File: config.mk
export PLATFORM = sky130hd
export DESIGN_NAME = eight_bit_alu_with_bcd_and_flags_core
export DESIGN_NICKNAME = d
export VERILOG_FILES = /design/src/rtl/core/ebalu_pkg.sv /design/src/rtl/core/ebalu_exec.sv /design/src/rtl/core/eight_bit_alu_with_bcd_and_flags_core.sv
export SDC_FILE = /design/constraint.sdc
export NUM_CORES = 1
export LEC_CHECK = 0
export BUFFER_PORTS_ARGS = -buffer_cell sky130_fd_sc_hd__buf_2
export CORE_MARGIN = 5
export CORE_UTILIZATION = 58
export CTS_BUF_LIST = sky130_fd_sc_hd__clkbuf_4
export DETAILED_ROUTE_END_ITERATION = 10
export PLACE_DENSITY = 0.81
export SYNTH_ARGS = -nofsm -noshare
export SYNTH_HDL_FRONTEND = slang
export SYNTH_SLANG_ARGS = --single-unit
File: constraint.sdc
create_clock -name clk -period 10.4 [get_ports clk]
set_input_delay 1.04 -clock clk [delete_from_list [all_inputs] [get_ports clk]]
set_output_delay 1.04 -clock clk [all_outputs]
set_load 0.02 [all_outputs]
File: src/rtl/core/ebalu_pkg.sv
// Package with the shared types and constants of the eight-bit ALU core.
package ebalu_pkg;

	localparam int unsigned DataW = 8;
	localparam int unsigned StatusW = 6;
	localparam int unsigned CmdW = 4;

	localparam int unsigned FlagC = 0;
	localparam int unsigned FlagZ = 2;
	localparam int unsigned FlagOv = 3;
	localparam int unsigned FlagSle = 4;
	localparam int unsigned FlagSge = 5;

	typedef enum logic [CmdW-1:0] {
		CMD_ADD     = 4'd0,
		CMD_ADC     = 4'd1,
		CMD_SUB     = 4'd2,
		CMD_SUBB    = 4'd3,
		CMD_BCD_ADD = 4'd4,
		CMD_BCD_SUB = 4'd5,
		CMD_AND     = 4'd6,
		CMD_OR      = 4'd7,
		CMD_XOR     = 4'd8,
		CMD_COM     = 4'd9,
		CMD_INC     = 4'd10,
		CMD_DEC     = 4'd11,
		CMD_RRC     = 4'd12,
		CMD_RLC     = 4'd13,
		CMD_SWAP    = 4'd14
	} cmd_t;

	typedef struct packed {
		cmd_t               cmd;
		logic [DataW-1:0]   operand_a;
		logic [DataW-1:0]   operand_b;
		logic [StatusW-1:0] status_in;
	} req_t;

	typedef struct packed {
		logic [DataW-1:0]   result;
		logic [StatusW-1:0] status_out;
	} rsp_t;

endpackage

File: src/rtl/core/ebalu_exec.sv
// Combinational datapath that computes the result and status of one operation.
module ebalu_exec (
	input  ebalu_pkg::req_t req,
	output ebalu_pkg::rsp_t rsp
);

	logic [7:0] a;
	logic [7:0] b;
	logic       c;
	logic       bw;
	logic [5:0] st;
	logic [8:0] sum9;
	logic [8:0] sb9;
	logic [8:0] diff9;
	logic       sub_c;
	logic [7:0] av;
	logic [7:0] bv;
	logic [7:0] bsb;
	logic [8:0] bcd_sum9;
	logic [8:0] bcd_diff9;
	logic [8:0] bcd_sel9;
	logic [6:0] mod100;
	logic [14:0] tens_prod;
	logic [3:0] tens;
	logic [6:0] ones_full;
	logic [7:0] r;

	assign a = req.operand_a;
	assign b = req.operand_b;
	assign c = req.status_in[ebalu_pkg::FlagC];
	assign bw = ~c;

	assign sum9 = {1'b0, a} + {1'b0, b} + {8'd0, (req.cmd == ebalu_pkg::CMD_ADC) & c};
	assign sb9 = {1'b0, b} + {8'd0, (req.cmd == ebalu_pkg::CMD_SUBB) & bw};
	assign diff9 = {1'b0, a} - sb9;
	assign sub_c = ({1'b0, a} >= sb9);

	// Packed digits weigh ten and one, even when a digit is above nine.
	assign av = {1'b0, a[7:4], 3'b000} + {3'b000, a[7:4], 1'b0} + {4'd0, a[3:0]};
	assign bv = {1'b0, b[7:4], 3'b000} + {3'b000, b[7:4], 1'b0} + {4'd0, b[3:0]};
	assign bsb = bv + {7'd0, bw};
	assign bcd_sum9 = {1'b0, av} + {1'b0, bv} + {8'd0, c};
	assign bcd_diff9 = {1'b0, av} + 9'd200 - {1'b0, bsb};
	assign bcd_sel9 = (req.cmd == ebalu_pkg::CMD_BCD_ADD) ? bcd_sum9 : bcd_diff9;

	always_comb begin
		if (bcd_sel9 >= 9'd300) begin
			mod100 = 7'(bcd_sel9 - 9'd300);
		end else if (bcd_sel9 >= 9'd200) begin
			mod100 = 7'(bcd_sel9 - 9'd200);
		end else if (bcd_sel9 >= 9'd100) begin
			mod100 = 7'(bcd_sel9 - 9'd100);
		end else begin
			mod100 = bcd_sel9[6:0];
		end
	end

	// Division by ten through the reciprocal 205 / 2048, exact below 1029.
	assign tens_prod = {8'd0, mod100} * 15'd205;
	assign tens = tens_prod[14:11];
	assign ones_full = mod100 - ({3'd0, tens} * 7'd10);

	always_comb begin
		st = req.status_in;
		r = 8'd0;
		case (req.cmd)
			ebalu_pkg::CMD_ADD, ebalu_pkg::CMD_ADC: begin
				r = sum9[7:0];
				st[ebalu_pkg::FlagC] = sum9[8];
				st[ebalu_pkg::FlagOv] = (a[7] ^ r[7]) & (b[7] ^ r[7]);
				st[ebalu_pkg::FlagZ] = (r == 8'd0);
				st[ebalu_pkg::FlagSle] = ~r[7];
				st[ebalu_pkg::FlagSge] = r[7];
			end
			ebalu_pkg::CMD_SUB, ebalu_pkg::CMD_SUBB: begin
				r = diff9[7:0];
				st[ebalu_pkg::FlagC] = sub_c;
				st[ebalu_pkg::FlagOv] = (a[7] ^ b[7]) & (a[7] ^ r[7]);
				st[ebalu_pkg::FlagZ] = (r == 8'd0);
				st[ebalu_pkg::FlagSle] = ~r[7];
				st[ebalu_pkg::FlagSge] = r[7];
			end
			ebalu_pkg::CMD_BCD_ADD: begin
				r = {tens, ones_full[3:0]};
				st[ebalu_pkg::FlagC] = (bcd_sum9 > 9'd99);
			end
			ebalu_pkg::CMD_BCD_SUB: begin
				r = {tens, ones_full[3:0]};
				st[ebalu_pkg::FlagC] = (av >= bsb);
			end
			ebalu_pkg::CMD_AND: begin
				r = a & b;
				st[ebalu_pkg::FlagZ] = (r == 8'd0);
			end
			ebalu_pkg::CMD_OR: begin
				r = a | b;
				st[ebalu_pkg::FlagZ] = (r == 8'd0);
			end
			ebalu_pkg::CMD_XOR: begin
				r = a ^ b;
				st[ebalu_pkg::FlagZ] = (r == 8'd0);
			end
			ebalu_pkg::CMD_COM: begin
				r = ~a;
				st[ebalu_pkg::FlagZ] = (r == 8'd0);
			end
			ebalu_pkg::CMD_INC: begin
				r = a + 8'd1;
				st[ebalu_pkg::FlagC] = (a == 8'hFF);
				st[ebalu_pkg::FlagZ] = (r == 8'd0);
			end
			ebalu_pkg::CMD_DEC: begin
				r = a - 8'd1;
				st[ebalu_pkg::FlagC] = (a != 8'd0);
				st[ebalu_pkg::FlagZ] = (r == 8'd0);
			end
			ebalu_pkg::CMD_RRC: begin
				r = {c, a[7:1]};
				st[ebalu_pkg::FlagC] = a[0];
			end
			ebalu_pkg::CMD_RLC: begin
				r = {a[6:0], c};
				st[ebalu_pkg::FlagC] = a[7];
			end
			ebalu_pkg::CMD_SWAP: begin
				r = {a[3:0], a[7:4]};
			end
			default: begin
				r = 8'd0;
			end
		endcase
	end

	assign rsp.result = r;
	assign rsp.status_out = st;

endmodule

File: src/rtl/core/eight_bit_alu_with_bcd_and_flags_core.sv
// Top level of the eight-bit ALU core with an input register and a result register.
//
// Channel | Signals                    | Payload
// --------+----------------------------+-------------------------------------------
// req     | req_valid, req_ready, req  | cmd, operand_a, operand_b, status_in
// rsp     | rsp_valid, rsp_ready, rsp  | result, status_out
//
// A beat accepted on req is captured in the input register, passes the combinational datapath,
// and is then registered in the result register, which drives rsp.
// One beat is accepted every cycle while rsp is not stalled; the datapath between the registers is combinational.
// Reset clears both stage valid bits; the payload registers are not reset.
// A stall on rsp holds the result register and backs up into the input register.
module eight_bit_alu_with_bcd_and_flags_core (
	input  logic            clk,
	input  logic            arst_n,
	input  logic            req_valid,
	output logic            req_ready,
	input  ebalu_pkg::req_t req,
	output logic            rsp_valid,
	input  logic            rsp_ready,
	output ebalu_pkg::rsp_t rsp
);

	ebalu_pkg::req_t req_s1;
	logic            valid_s1;
	ebalu_pkg::rsp_t rsp_s2;
	logic            valid_s2;
	ebalu_pkg::rsp_t exec_rsp;
	logic            adv_s1;

	assign adv_s1 = ~valid_s2 | rsp_ready;
	assign req_ready = ~valid_s1 | adv_s1;

	always_ff @(posedge clk or negedge arst_n) begin
		if (!arst_n) begin
			valid_s1 <= 1'b0;
			valid_s2 <= 1'b0;
		end else begin
			if (req_ready) begin
				valid_s1 <= req_valid;
			end
			if (adv_s1) begin
				valid_s2 <= valid_s1;
			end
		end
	end

	always_ff @(posedge clk) begin
		if (req_valid && req_ready) begin
			req_s1 <= req;
		end
		if (valid_s1 && adv_s1) begin
			rsp_s2 <= exec_rsp;
		end
	end

	ebalu_exec u_exec (
		.req (req_s1),
		.rsp (exec_rsp)
	);

	assign rsp_valid = valid_s2;
	assign rsp = rsp_s2;

	a_load_s1: assert property (@(posedge clk) disable iff (!arst_n)
		req_valid && req_ready |=> valid_s1)
		else $error("Accepted beat did not reach the input register.");

	a_move_s2: assert property (@(posedge clk) disable iff (!arst_n)
		valid_s1 && adv_s1 |=> rsp_valid)
		else $error("Input register beat did not reach the result register.");

	a_ready_empty: assert property (@(posedge clk) disable iff (!arst_n)
		!rsp_valid |-> req_ready)
		else $error("Input held off while the result register is empty.");

	a_hold_s1: assert property (@(posedge clk) disable iff (!arst_n)
		valid_s1 && !adv_s1 |=> valid_s1 && $stable(req_s1))
		else $error("Input register lost its beat during a stall.");

endmodule
# Word-level counts from Yosys, hierarchy flattened

Cells that the tools add are included.

Bits of input ports: 30
Memories kept: 0
Bits in registers: 42
Output and inout port bits: 16
Word-level logic and storage cells: 92
Bits in latches: 0
RAM bits: 0
ROM bits: 0

Muxes and demuxes: 8
Equal/unequal tests: 15
Magnitude comparators: 6
Reduce and logical (&&, ||, !) cells: 15
Shifts and indexed selects: 0
Bitwise gates (word level): 19
Divide/modulo/power cells: 0
$mul: 2
Add/subtract/negate cells: 19

Operator list:

| cell                   | number |
|---|---|
| $pmux W8 S12           | 1 |
| $logic_not A8 Y1       | 8 |
| $eq A4 B4 Y1 const B   | 7 |
| $mux W7                | 3 |
| $add A8 B8 Y9          | 2 |
| $add A9 B1 Y9          | 2 |
| $add A7 B5 Y8          | 2 |
| $add A8 B4 Y8          | 2 |
| $eq A4 B3 Y1 const B   | 4 |
| $pmux W1 S8            | 2 |
| $mul A7 B8 Y15 const B | 1 |
| $sub A7 B7 Y7 const B  | 2 |
| $add A8 B1 Y9          | 1 |
| $add A8 B8 Y9 const B  | 1 |
| $ge A8 B9 Y1           | 1 |
| $ge A9 B7 Y1 const B   | 1 |
| $ge A9 B8 Y1 const B   | 1 |
| $ge A9 B9 Y1 const B   | 1 |
| $gt A9 B7 Y1 const B   | 1 |
| $mux W9                | 1 |
| $sub A9 B8 Y9          | 1 |
| $add A8 B1 Y8          | 1 |
| $add A8 B1 Y8 const B  | 1 |
| $and A8 B8 Y8          | 1 |
| other kinds (21)       | 36 |

# Depth between registers and ports, before layout

Gate-level depths: netlist of the first run.

Depth in word-level cells: 13
Mapped depth: 48
Gate-level depth less buffers: 47

# By module

From an unflattened synthesis of the first run, not the netlist that was laid out.

Cells, all modules: 786
Area total of the unflattened synthesis: 6,771.5 um^2

By module, submodules not included:

| module                                | cells each | area each (um^2) | times used | seq. area each (um^2) |
|---|---|---|---|---|
| ebalu_exec                            | 738        | 5,466.5          | 1          | 0.0 |
| eight_bit_alu_with_bcd_and_flags_core | 48         | 1,305.0          | 1          | 1,251.2 |

# Least setup slack after synthesis of the first run

No wires, ideal clock.

Kind: register -> register
Start point: register req_s1[17] in the netlist's numbering
End point: register rsp_s2, in the netlist rsp[9] (data pin)
Data required time: 10.129 ns
Slack: 0.711 ns
Setup time: 0.271 ns
Arrival time: 9.418 ns
Period minus slack after synthesis: 9.689 ns
Cell stages (with the launch flop): 46
Path buffers: 1
Cells stage by stage: edfxtp_1 > clkbuf_1 > inv_1 > fa_1 > inv_1 > fa_1 > ha_1 > inv_1 > ha_1 > a211o_1 > a21oi_1 > nor3_1 > a21oi_2 > ha_1 > a21boi_1 > o221ai_1 > nor2b_1 > a21oi_1 > [... 10 more ...] > inv_1 > fa_1 > inv_1 > ha_1 > a21o_1 > a21o_1 > a21oi_1 > mux2i_1 > nand2_1 > a311oi_4 > ha_1 > fa_1 > and3b_1 > a311oi_1 > nand3_1 > xor2_1 > xnor3_1 > o21ai_1

RTL lines:

| what                   | line                                        | text |
|---|---|---|
| from (decl)            | eight_bit_alu_with_bcd_and_flags_core.sv:24 | `ebalu_pkg::req_t req_s1;` |
| from (signal assigned) | eight_bit_alu_with_bcd_and_flags_core.sv:50 | `req_s1 <= req;` |
| to (signal assigned)   | eight_bit_alu_with_bcd_and_flags_core.sv:53 | `rsp_s2 <= exec_rsp;` |
| to (decl)              | eight_bit_alu_with_bcd_and_flags_core.sv:26 | `ebalu_pkg::rsp_t rsp_s2;` |

==> results of run 1 <==
## logic make-up (layout without fill, tap and decap cells)
logic type      count (synthesis)  count (layout)
flops                          42              42
simple gates                  257             257
mux                            14              14
fa+ha+maj                     141             141
buf+inv                       110             163
compound gates                198             198
xor+xnor                       59              59
## timing repair
action,in CTS,in global routing
buffers inserted,0,9
endpoints found under the setup margin,0,2
endpoints found under the hold margin,0,0
resized for setup,0,18
## cell usage in the layout, fill, tap and decap left out, types with 11 or more instances in the layout
cell and count:
a21o_1 14, a21oi_1 44, buf_2 45, buf_4 28
edfxtp_1 40, fa_1 19, ha_1 119, inv_1 82
nand2_1 57, nand2b_1 24, nand3_1 28, nor2_1 53
nor2b_1 16, nor3_1 20, nor4_1 11, o21ai_0 34
o22ai_1 12, xnor2_1 39, xor2_1 15
## final cells by class
| class | instances | share of cell area [%] |
|---|---|---|
| flip-flops and latches | 42 | 16.4 |
| repair buffers | 73 | 5.72 |
| well taps | 147 | 2.42 |
| clock buffers | 5 | 0.493 |
| clock inverters | 3 | 0.641 |
| multi-input cells | 669 | 70.3 |
| inverters | 82 | 4.04 |
## per-stage QoR
stage	instances	cell area (µm²)
final	1021	7610
after global routing	1021	7610
after CTS	1012	7460
after detailed placement	1004	7370
after global placement	1004	7370
after floorplan	821	6940
## routing by layer
layer	global-route usage [%]	vias to the layer above	wire, µm	share of wire [%]
met1	35.4	2934	8210	42
met5	2.21	-	34	0.17
li1	-	3074	-	-
met2	43.6	314	9120	46
met3	6.08	53	1730	8.8
met4	7.95	2	529	2.7
## sequential cells by signal, summed over array words and instances, names as in the netlist
| signal | flops |
|---|---|
| rsp_valid | 1 |
| rsp | 14 |
| valid_s1 | 1 |
| req_s1 | 26 |
## worst max-delay path: cells and delay by family, from the launching register on
kind | cells | cell delay [ns]
adders and majority gates | 12 | 4.14
AOI/OAI and AO/OA | 14 | 2.81
and+or+nand+nor | 6 | 0.73
xor gates and xnor gates | 4 | 0.70
buffers and inverters | 8 | 0.53
DFF | 1 | 0.42
muxes | 1 | 0.21
## worst max path at each step
stage,cells after the start,start,end
global route,45,req_s1[9],rsp[9]
floorplan,45,req_s1[17],rsp[9]
detailed placement,46,req_s1[9],rsp[9]
finish,45,req_s1[9],rsp[9]
global placement,46,req_s1[9],rsp[9]
CTS,46,req_s1[9],rsp[9]
==> results.yml, run 1 <==
grt:
  grt_max_degree: 45
  grt_pass1_vias: 6088
  grt_pass1_wl_um: 30800
  grt_overflow: 0
  track_usage_pct: 26.8
  antenna_found_initial: 0
clocking:
  cts_max_path_buffers: 2
  clkSlewWorstSetupHoldPaths_ns: 0.16
  ctsHoldBuffers: 0
  numClockSinks: 42
  clockRootBuffer: "clkbuf_4"
  htree_num_levels: 2
  tritoncts: "yes"
  cts_made_buffers: 5
  clk_latency_ns: 0.40
synthesis:
  yosysMostFrequentCell: "ha_1"
  synth_top_area_cell: "ha_1"
  synth_area_per_cell_um2: 8.45
  seq_area_frac_synth_pct: 18.0
  synth.top_cell.area_share_pct: 21.6
  synth_edf_count: 40
  syn_inst: 821
  synth_fp_nets: 992
  yosysUniqueCellTypes: 79
  synth.top_cells.by_count: "ha_1, inv_1, nand2_1"
  synth_top_family_by_area: "adder cells"
  synthesis.area_um2: 6940
  yosys-top-cells-area: "ha_1, edfxtp_1, fa_1"
  synthAdderAreaFrac_pct: 27.7
  synth_compound_area_share_pct: 19.1
  synth_ff_type: "edfxtp_1"
  synth_seq_cells: 42
  yosysWarnings: 0
  muxShareOfSynthArea_pct: 2.26
  async_flop_share_pct: 4.76
  synth_simple_gate_area_share_pct: 19.1
  synth_xor_area_share_pct: 7.65
die:
  io_pins: 46
  coreArea_um2: 11900
  die_h_um: 119
  rows: 40
  die_x_um: 119
  die_area_um2: 14200
  initial_utilization_pct: 58.5
timing:
  slew_headroom_pct: 27.7
  worst_hold_slack_ns: 0.387
  setup_ws_ns: 0.549
  worst_pin_slew_ns: 1.06
  hold_viol: 0
  fin_crit_ns: 9.85
  slew_violations: 0
  setup_violations: 0
  finClkSkew_ns: 0.0297
  fin_crit_sh_pct: 94.7
  finalSetupTns_ns: 0
  fmax_ghz: 0.102
setup_path:
  r2r_end: "rsp[9]"
  rrSetupSlack_ns: 0.55
  critPathKind: "flop to flop"
  worst_r2r_path_depth: 45
  cp.arrival_ns: 9.94
  crit_slowest_cell: "fa_2"
  crit_required_ns: 10.49
  crit_path_end_kind: "flop"
  r2r_start: "req_s1[9]"
  cp_max_fo: 5
  startpoint_type: "flop"
  path_common_cell: "inv_1"
  max_stage_delay_ns: 0.60
detailed_routing:
  post-route-drc-count: 0
  via_per_inst: 6.25
  initialDrtViolationCount: 691
  antenna_left: 0
  routed_wl_um: 19600
  route.detailed.wl_per_inst_um: 19.2
  vias: 6377
  first_pass_iters: 7
placed_design:
  dp_hpwl_um: 15500
  place_congestion: 1.05
  post-place-ws_ns: 0.198
  port_buffers: 45
layout:
  antenna_cells: 0
  final.fill_count: 1032
  final_nets: 1044
  fin_util_pct: 64.2
  area_delta_synth_final_pct: 9.80
  multiInputGateArea_um2: 5350
  seq_area_um2: 1250
  drive_above_1_share_pct: 13.0
flow_run:
  max_cap_viol_count: 0
status:
  status: "finished, final reports clean"
hold_path:
  hp-class: "input port to asynchronous set/reset pin"
Power of run 1 is not shown: default switching activity piles up to over one toggle a cycle in this logic, so the estimate is an artifact.
==> run 2: changes to the inputs <==
CORE_UTILIZATION = 64   (was 58)
PLACE_DENSITY = 0.85   (was 0.81)
SYNTH_HIERARCHICAL = 1   (was default)
clock period = 9.95 ns   (was 10.4 ns; I/O delays follow)
==> run 2 against run 1 <==
  * Clock-buffer cell count is the same
  * Largest cell class unchanged
  * Non-clock buffer count is 2 higher
  * Highest routed layer is now met4
  * Flip-flop and latch count unchanged
  * Critical path type unchanged
  * Worst hold slack lost 0.0021 ns
  * Sequential share of layout area increased by 0.46 points
==> results.yml, run 2 <==
grt:
  grt_pass1_vias: 6274
  grt_pass1_wl_um: 32600
  antenna_found_initial: 0
  grt_overflow: 0
  track_usage_pct: 31.9
  grt_max_degree: 58
layout:
  regMostFlops: "req_s1"
  largest_reg_flops: 26
  final_cell_mix: "ha_1, inv_1, a21oi_1, nand2_1, nor2_1"
  fin_util_pct: 71.7
  layout_commonest_cell: "ha_1"
  final_nets: 1005
  drive_above_1_share_pct: 14.3
  antenna_cells: 0
  area_delta_synth_final_pct: 9.39
synthesis:
  synth.top_cell.area_share_pct: 21.4
  synth_area_per_cell_um2: 8.62
  yosys-top-cells-area: "ha_1, edfxtp_1, fa_1"
  synth.top_cells.by_count: "ha_1, inv_1, a21oi_1"
  yosysWarnings: 6
  synth_ff_type: "edfxtp_1"
  yosysUniqueCellTypes: 78
  yosysMostFrequentCell: "ha_1"
  syn_inst: 786
  synth_top_area_cell: "ha_1"
  synth_seq_cells: 42
  async_flop_share_pct: 4.76
  synth_edf_count: 40
  synthesis.area_um2: 6770
  synth_fp_nets: 953
  seq_area_frac_synth_pct: 18.5
timing:
  fin_crit_ns: 9.54
  finClkSkew_ns: 0.00868
  slew_headroom_pct: 28.7
  setup_violations: 0
  fin_crit_sh_pct: 95.9
  slew_violations: 0
  worst_pin_slew_ns: 1.04
  fmax_ghz: 0.105
  hold_viol: 0
clocking:
  cts_max_path_buffers: 2
  cts_made_buffers: 5
  clkSlewWorstSetupHoldPaths_ns: 0.15
  clk_latency_ns: 0.37
  clockRootBuffer: "clkbuf_4"
  numClockSinks: 42
  tritoncts: "yes"
  htree_num_levels: 2
status:
  status: "finished, final reports clean"
setup_path:
  cp_max_fo: 6
  critical_path.top_delay_family: "adder cells"
  crit_path_end_kind: "flop"
  max_stage_delay_ns: 0.59
  cp.buffers_inverters: 8
  crit_slowest_cell: "fa_1"
  startpoint_type: "flop"
  cp.arrival_ns: 9.67
  crit_required_ns: 10.08
  critPathKind: "flop to flop"
detailed_routing:
  vias: 6327
  routed_wl_um: 20600
  initialDrtViolationCount: 657
  post-route-drc-count: 0
  antenna_left: 0
  route.detailed.wl_per_inst_um: 21.2
  via_per_inst: 6.49
  first_pass_iters: 5
die:
  die_area_um2: 12700
  die_h_um: 113
  initial_utilization_pct: 65.6
  rows: 37
  coreArea_um2: 10300
  io_pins: 46
  die_x_um: 113
placed_design:
  place_congestion: 0.992
  port_buffers: 45
  dp_hpwl_um: 16300
flow_run:
  max_cap_viol_count: 0
hold_path:
  hp-class: "input port to asynchronous set/reset pin"
run 2: cell types whose count changed in the layout (fill, tap and decap cells not counted), sizes merged, moves of 5 or more:
cell	before	now
o21ai	43	29
nor2b	17	10
nor2	54	49
o21bai	2	10
a21oi	47	52
nand3	28	17
nand2b	24	7
xor2	15	10
inv	83	89
nand2	59	49
run 2: through the flow:
step / TNS (ns) / cell area (µm²) / hold WS, ns / std cells / worst slack, ns
after floorplan: 0 / 6770 / 0.490 / 786 / 0.683
after global placement: 0 / 7180 / 0.417 / 956 / 0.614
after detailed placement: 0 / 7180 / 0.410 / 956 / 0.113
after CTS: 0 / 7240 / 0.376 / 964 / 0.0923
after global routing: -0.138 / 7410 / 0.362 / 975 / -0.0735
final: 0 / 7410 / 0.385 / 975 / 0.411
run 2: timing repair:
| action | CTS | global route |
|---|---|---|
| buffers inserted | 0 | 11 |
| gates resized for setup | 0 | 16 |
| setup endpoints to repair | 0 | 3 |
| hold buffers | 0 | 0 |
run 2: cell families (layout without fill, tap and decap cells):
family                   count (synthesis)  after routing  synth area share (%)
flip-flops                              42             42                  18.5
XOR/XNOR                                56             56                  7.24
buffers and inverters                  118            171                  6.84
adder cells (fa/ha/maj)                137            137                  27.6
AO/OA/AOI/OAI                          213            213                  22.3
AND/OR/NAND/NOR                        209            209                  15.9
multiplexers                            11             11                  1.64
run 2: cell type report:
cell class | count | area, µm²
clock buffers | 5 | 37.5
fillers | 779 | 2920
inverters | 88 | 330
multi-input cells | 626 | 5140
well taps | 136 | 170
repair buffers | 75 | 450
clock inverters | 3 | 23.8
flip-flops and latches | 42 | 1250
run 2: layer usage:
metal / track usage (%) / vias to the layer above / share of wire [%]
li1: - / 2967 / -
met1: 41.7 / 3000 / 42
met2: 53.4 / 309 / 47
met3: 5.78 / 51 / 8.7
met4: 10.3 / 0 / 3.1
met5: 0 / - / 0
run 2: worst paths after layout:
check | end | cells after the start | slack [ns] | startpoint
worst max register to register | rsp[8] | 41 | 0.41 | req_s1[9]
worst min-delay path | valid_s1 | 1 | 0.38 | arst_n
max in group asynchronous | rsp_valid | 1 | 9.46 | arst_n
min in group clk | rsp[1] | 0 | 0.45 | req_s1[1]
worst max-delay path | rsp[8] | 41 | 0.41 | req_s1[9]
worst min register to register | rsp[1] | 0 | 0.45 | req_s1[1]
Power of run 2 is left out for the same reason.
==> run 3: changes to the inputs <==
CORE_MARGIN = 4   (was 5)
==> run 3 against run 2 <==
  * Via count up 2.2%
  * Cell area up 0.69%
  * Global-route usage increased by 0.36 points
  * Utilization grew 0.50 points
  * Worst hold slack lost 0.012 ns
  * Non-clock buffer count grew 2
  * Critical path depth decreased by 1
  * Wire length grew 0.51%
==> results.yml, run 3 (synthesis results as in run 2) <==
setup_path:
  critPathLaunch: "req_s1[10]"
  crit_path_end_kind: "flop"
  crit_required_ns: 10.07
  startpoint_type: "flop"
  r2r_end: "rsp[8]"
  worst_r2r_path_depth: 40
  r2r_start: "req_s1[10]"
  critical_path.top_delay_family: "adder cells"
  crit_slowest_cell: "fa_1"
  cp.arrival_ns: 9.83
  cp.buffers_inverters: 7
  cp_max_fo: 6
  max_stage_delay_ns: 0.57
  critPathKind: "flop to flop"
  rrSetupSlack_ns: 0.24
  path_common_cell: "ha_1"
clocking:
  numClockSinks: 42
  clk_latency_ns: 0.38
  tritoncts: "yes"
  clockRootBuffer: "clkbuf_4"
  clkSlewWorstSetupHoldPaths_ns: 0.14
  cts_made_buffers: 5
  ctsHoldBuffers: 0
  cts_max_path_buffers: 2
  htree_num_levels: 2
grt:
  grt_max_degree: 57
  grt_pass1_vias: 6201
  grt_overflow: 0
  antenna_found_initial: 0
  grt_pass1_wl_um: 32200
  track_usage_pct: 32.2
detailed_routing:
  via_per_inst: 6.62
  routed_wl_um: 20800
  route.detailed.wl_per_inst_um: 21.2
  antenna_left: 0
  first_pass_iters: 6
  initialDrtViolationCount: 748
  post-route-drc-count: 0
  vias: 6468
timing:
  hold_viol: 0
  finClkSkew_ns: 0.00617
  setup_ws_ns: 0.244
  worst_hold_slack_ns: 0.372
  slew_violations: 0
  fmax_ghz: 0.103
  fin_crit_ns: 9.71
  worst_pin_slew_ns: 0.883
  fin_crit_sh_pct: 97.5
  slew_headroom_pct: 40.9
  setup_violations: 0
layout:
  final_cell_mix: "ha_1, inv_1, a21oi_1"
  regMostFlops: "req_s1"
  antenna_cells: 0
  area_delta_synth_final_pct: 10.1
  final_nets: 1007
  layout_commonest_cell: "ha_1"
  largest_reg_flops: 26
  drive_above_1_share_pct: 14.5
  stdcell_count: 977
placed_design:
  port_buffers: 45
  dp_hpwl_um: 15900
  place_congestion: 1.01
  post-place-ws_ns: 0.0944
  dp.cells: 957
flow_run:
  max_cap_viol_count: 0
die:
  die_h_um: 111
  coreArea_um2: 10300
  initial_utilization_pct: 65.6
  die_area_um2: 12300
  die_x_um: 111
  rows: 37
  io_pins: 46
hold_path:
  hp-class: "input port to asynchronous set/reset pin"
status:
  status: "finished, final reports clean"
-- run 3: cell type report --
cell class                 count  area [µm²]
clock buffer                   5        37.5
clock inverter                 3        68.8
fill                         773        2870
inverter                      88         330
multi-input combinational    626        5130
sequential                    42        1250
tap                          136         170
timing repair buffer          77         465
-- run 3: worst max path at each step --
stage / cells after the start / endpoint / slack, ns
after floorplan: 37 / rsp[8] / 0.68
after global placement: 36 / rsp[8] / 0.46
after detailed placement: 36 / rsp[8] / 0.09
after CTS: 36 / rsp[8] / 0.05
after global routing: 39 / rsp[8] / -0.19
final: 40 / rsp[8] / 0.24
-- run 3: what timing repair did --
| action | in CTS | in global routing |
|---|---|---|
| gates resized for setup | 0 | 16 |
| endpoints found under the setup margin | 0 | 3 |
| buffers inserted | 0 | 12 |
-- run 3: per-stage QoR --
step           cell area (µm²)  setup TNS, ns  utilization, %
3_3_place_gp              7190              0            69.7
4_1_cts                   7300              0            70.7
6_report                  7460              0            72.2
2_1_floorplan             6770              0               -
3_5_place_dp              7190              0            69.7
5_1_grt                   7460         -0.369            72.2
-- run 3: per-layer routing --
layer / GRT usage (%) / up-vias / routed length (µm)
met5: 0 / - / 0
met4: 11.1 / 0 / 752
met3: 4.69 / 76 / 1920
met2: 52.4 / 377 / 9590
met1: 44.0 / 3045 / 8500
li1: - / 2970 / -
Power of run 3 is left out for the same reason.
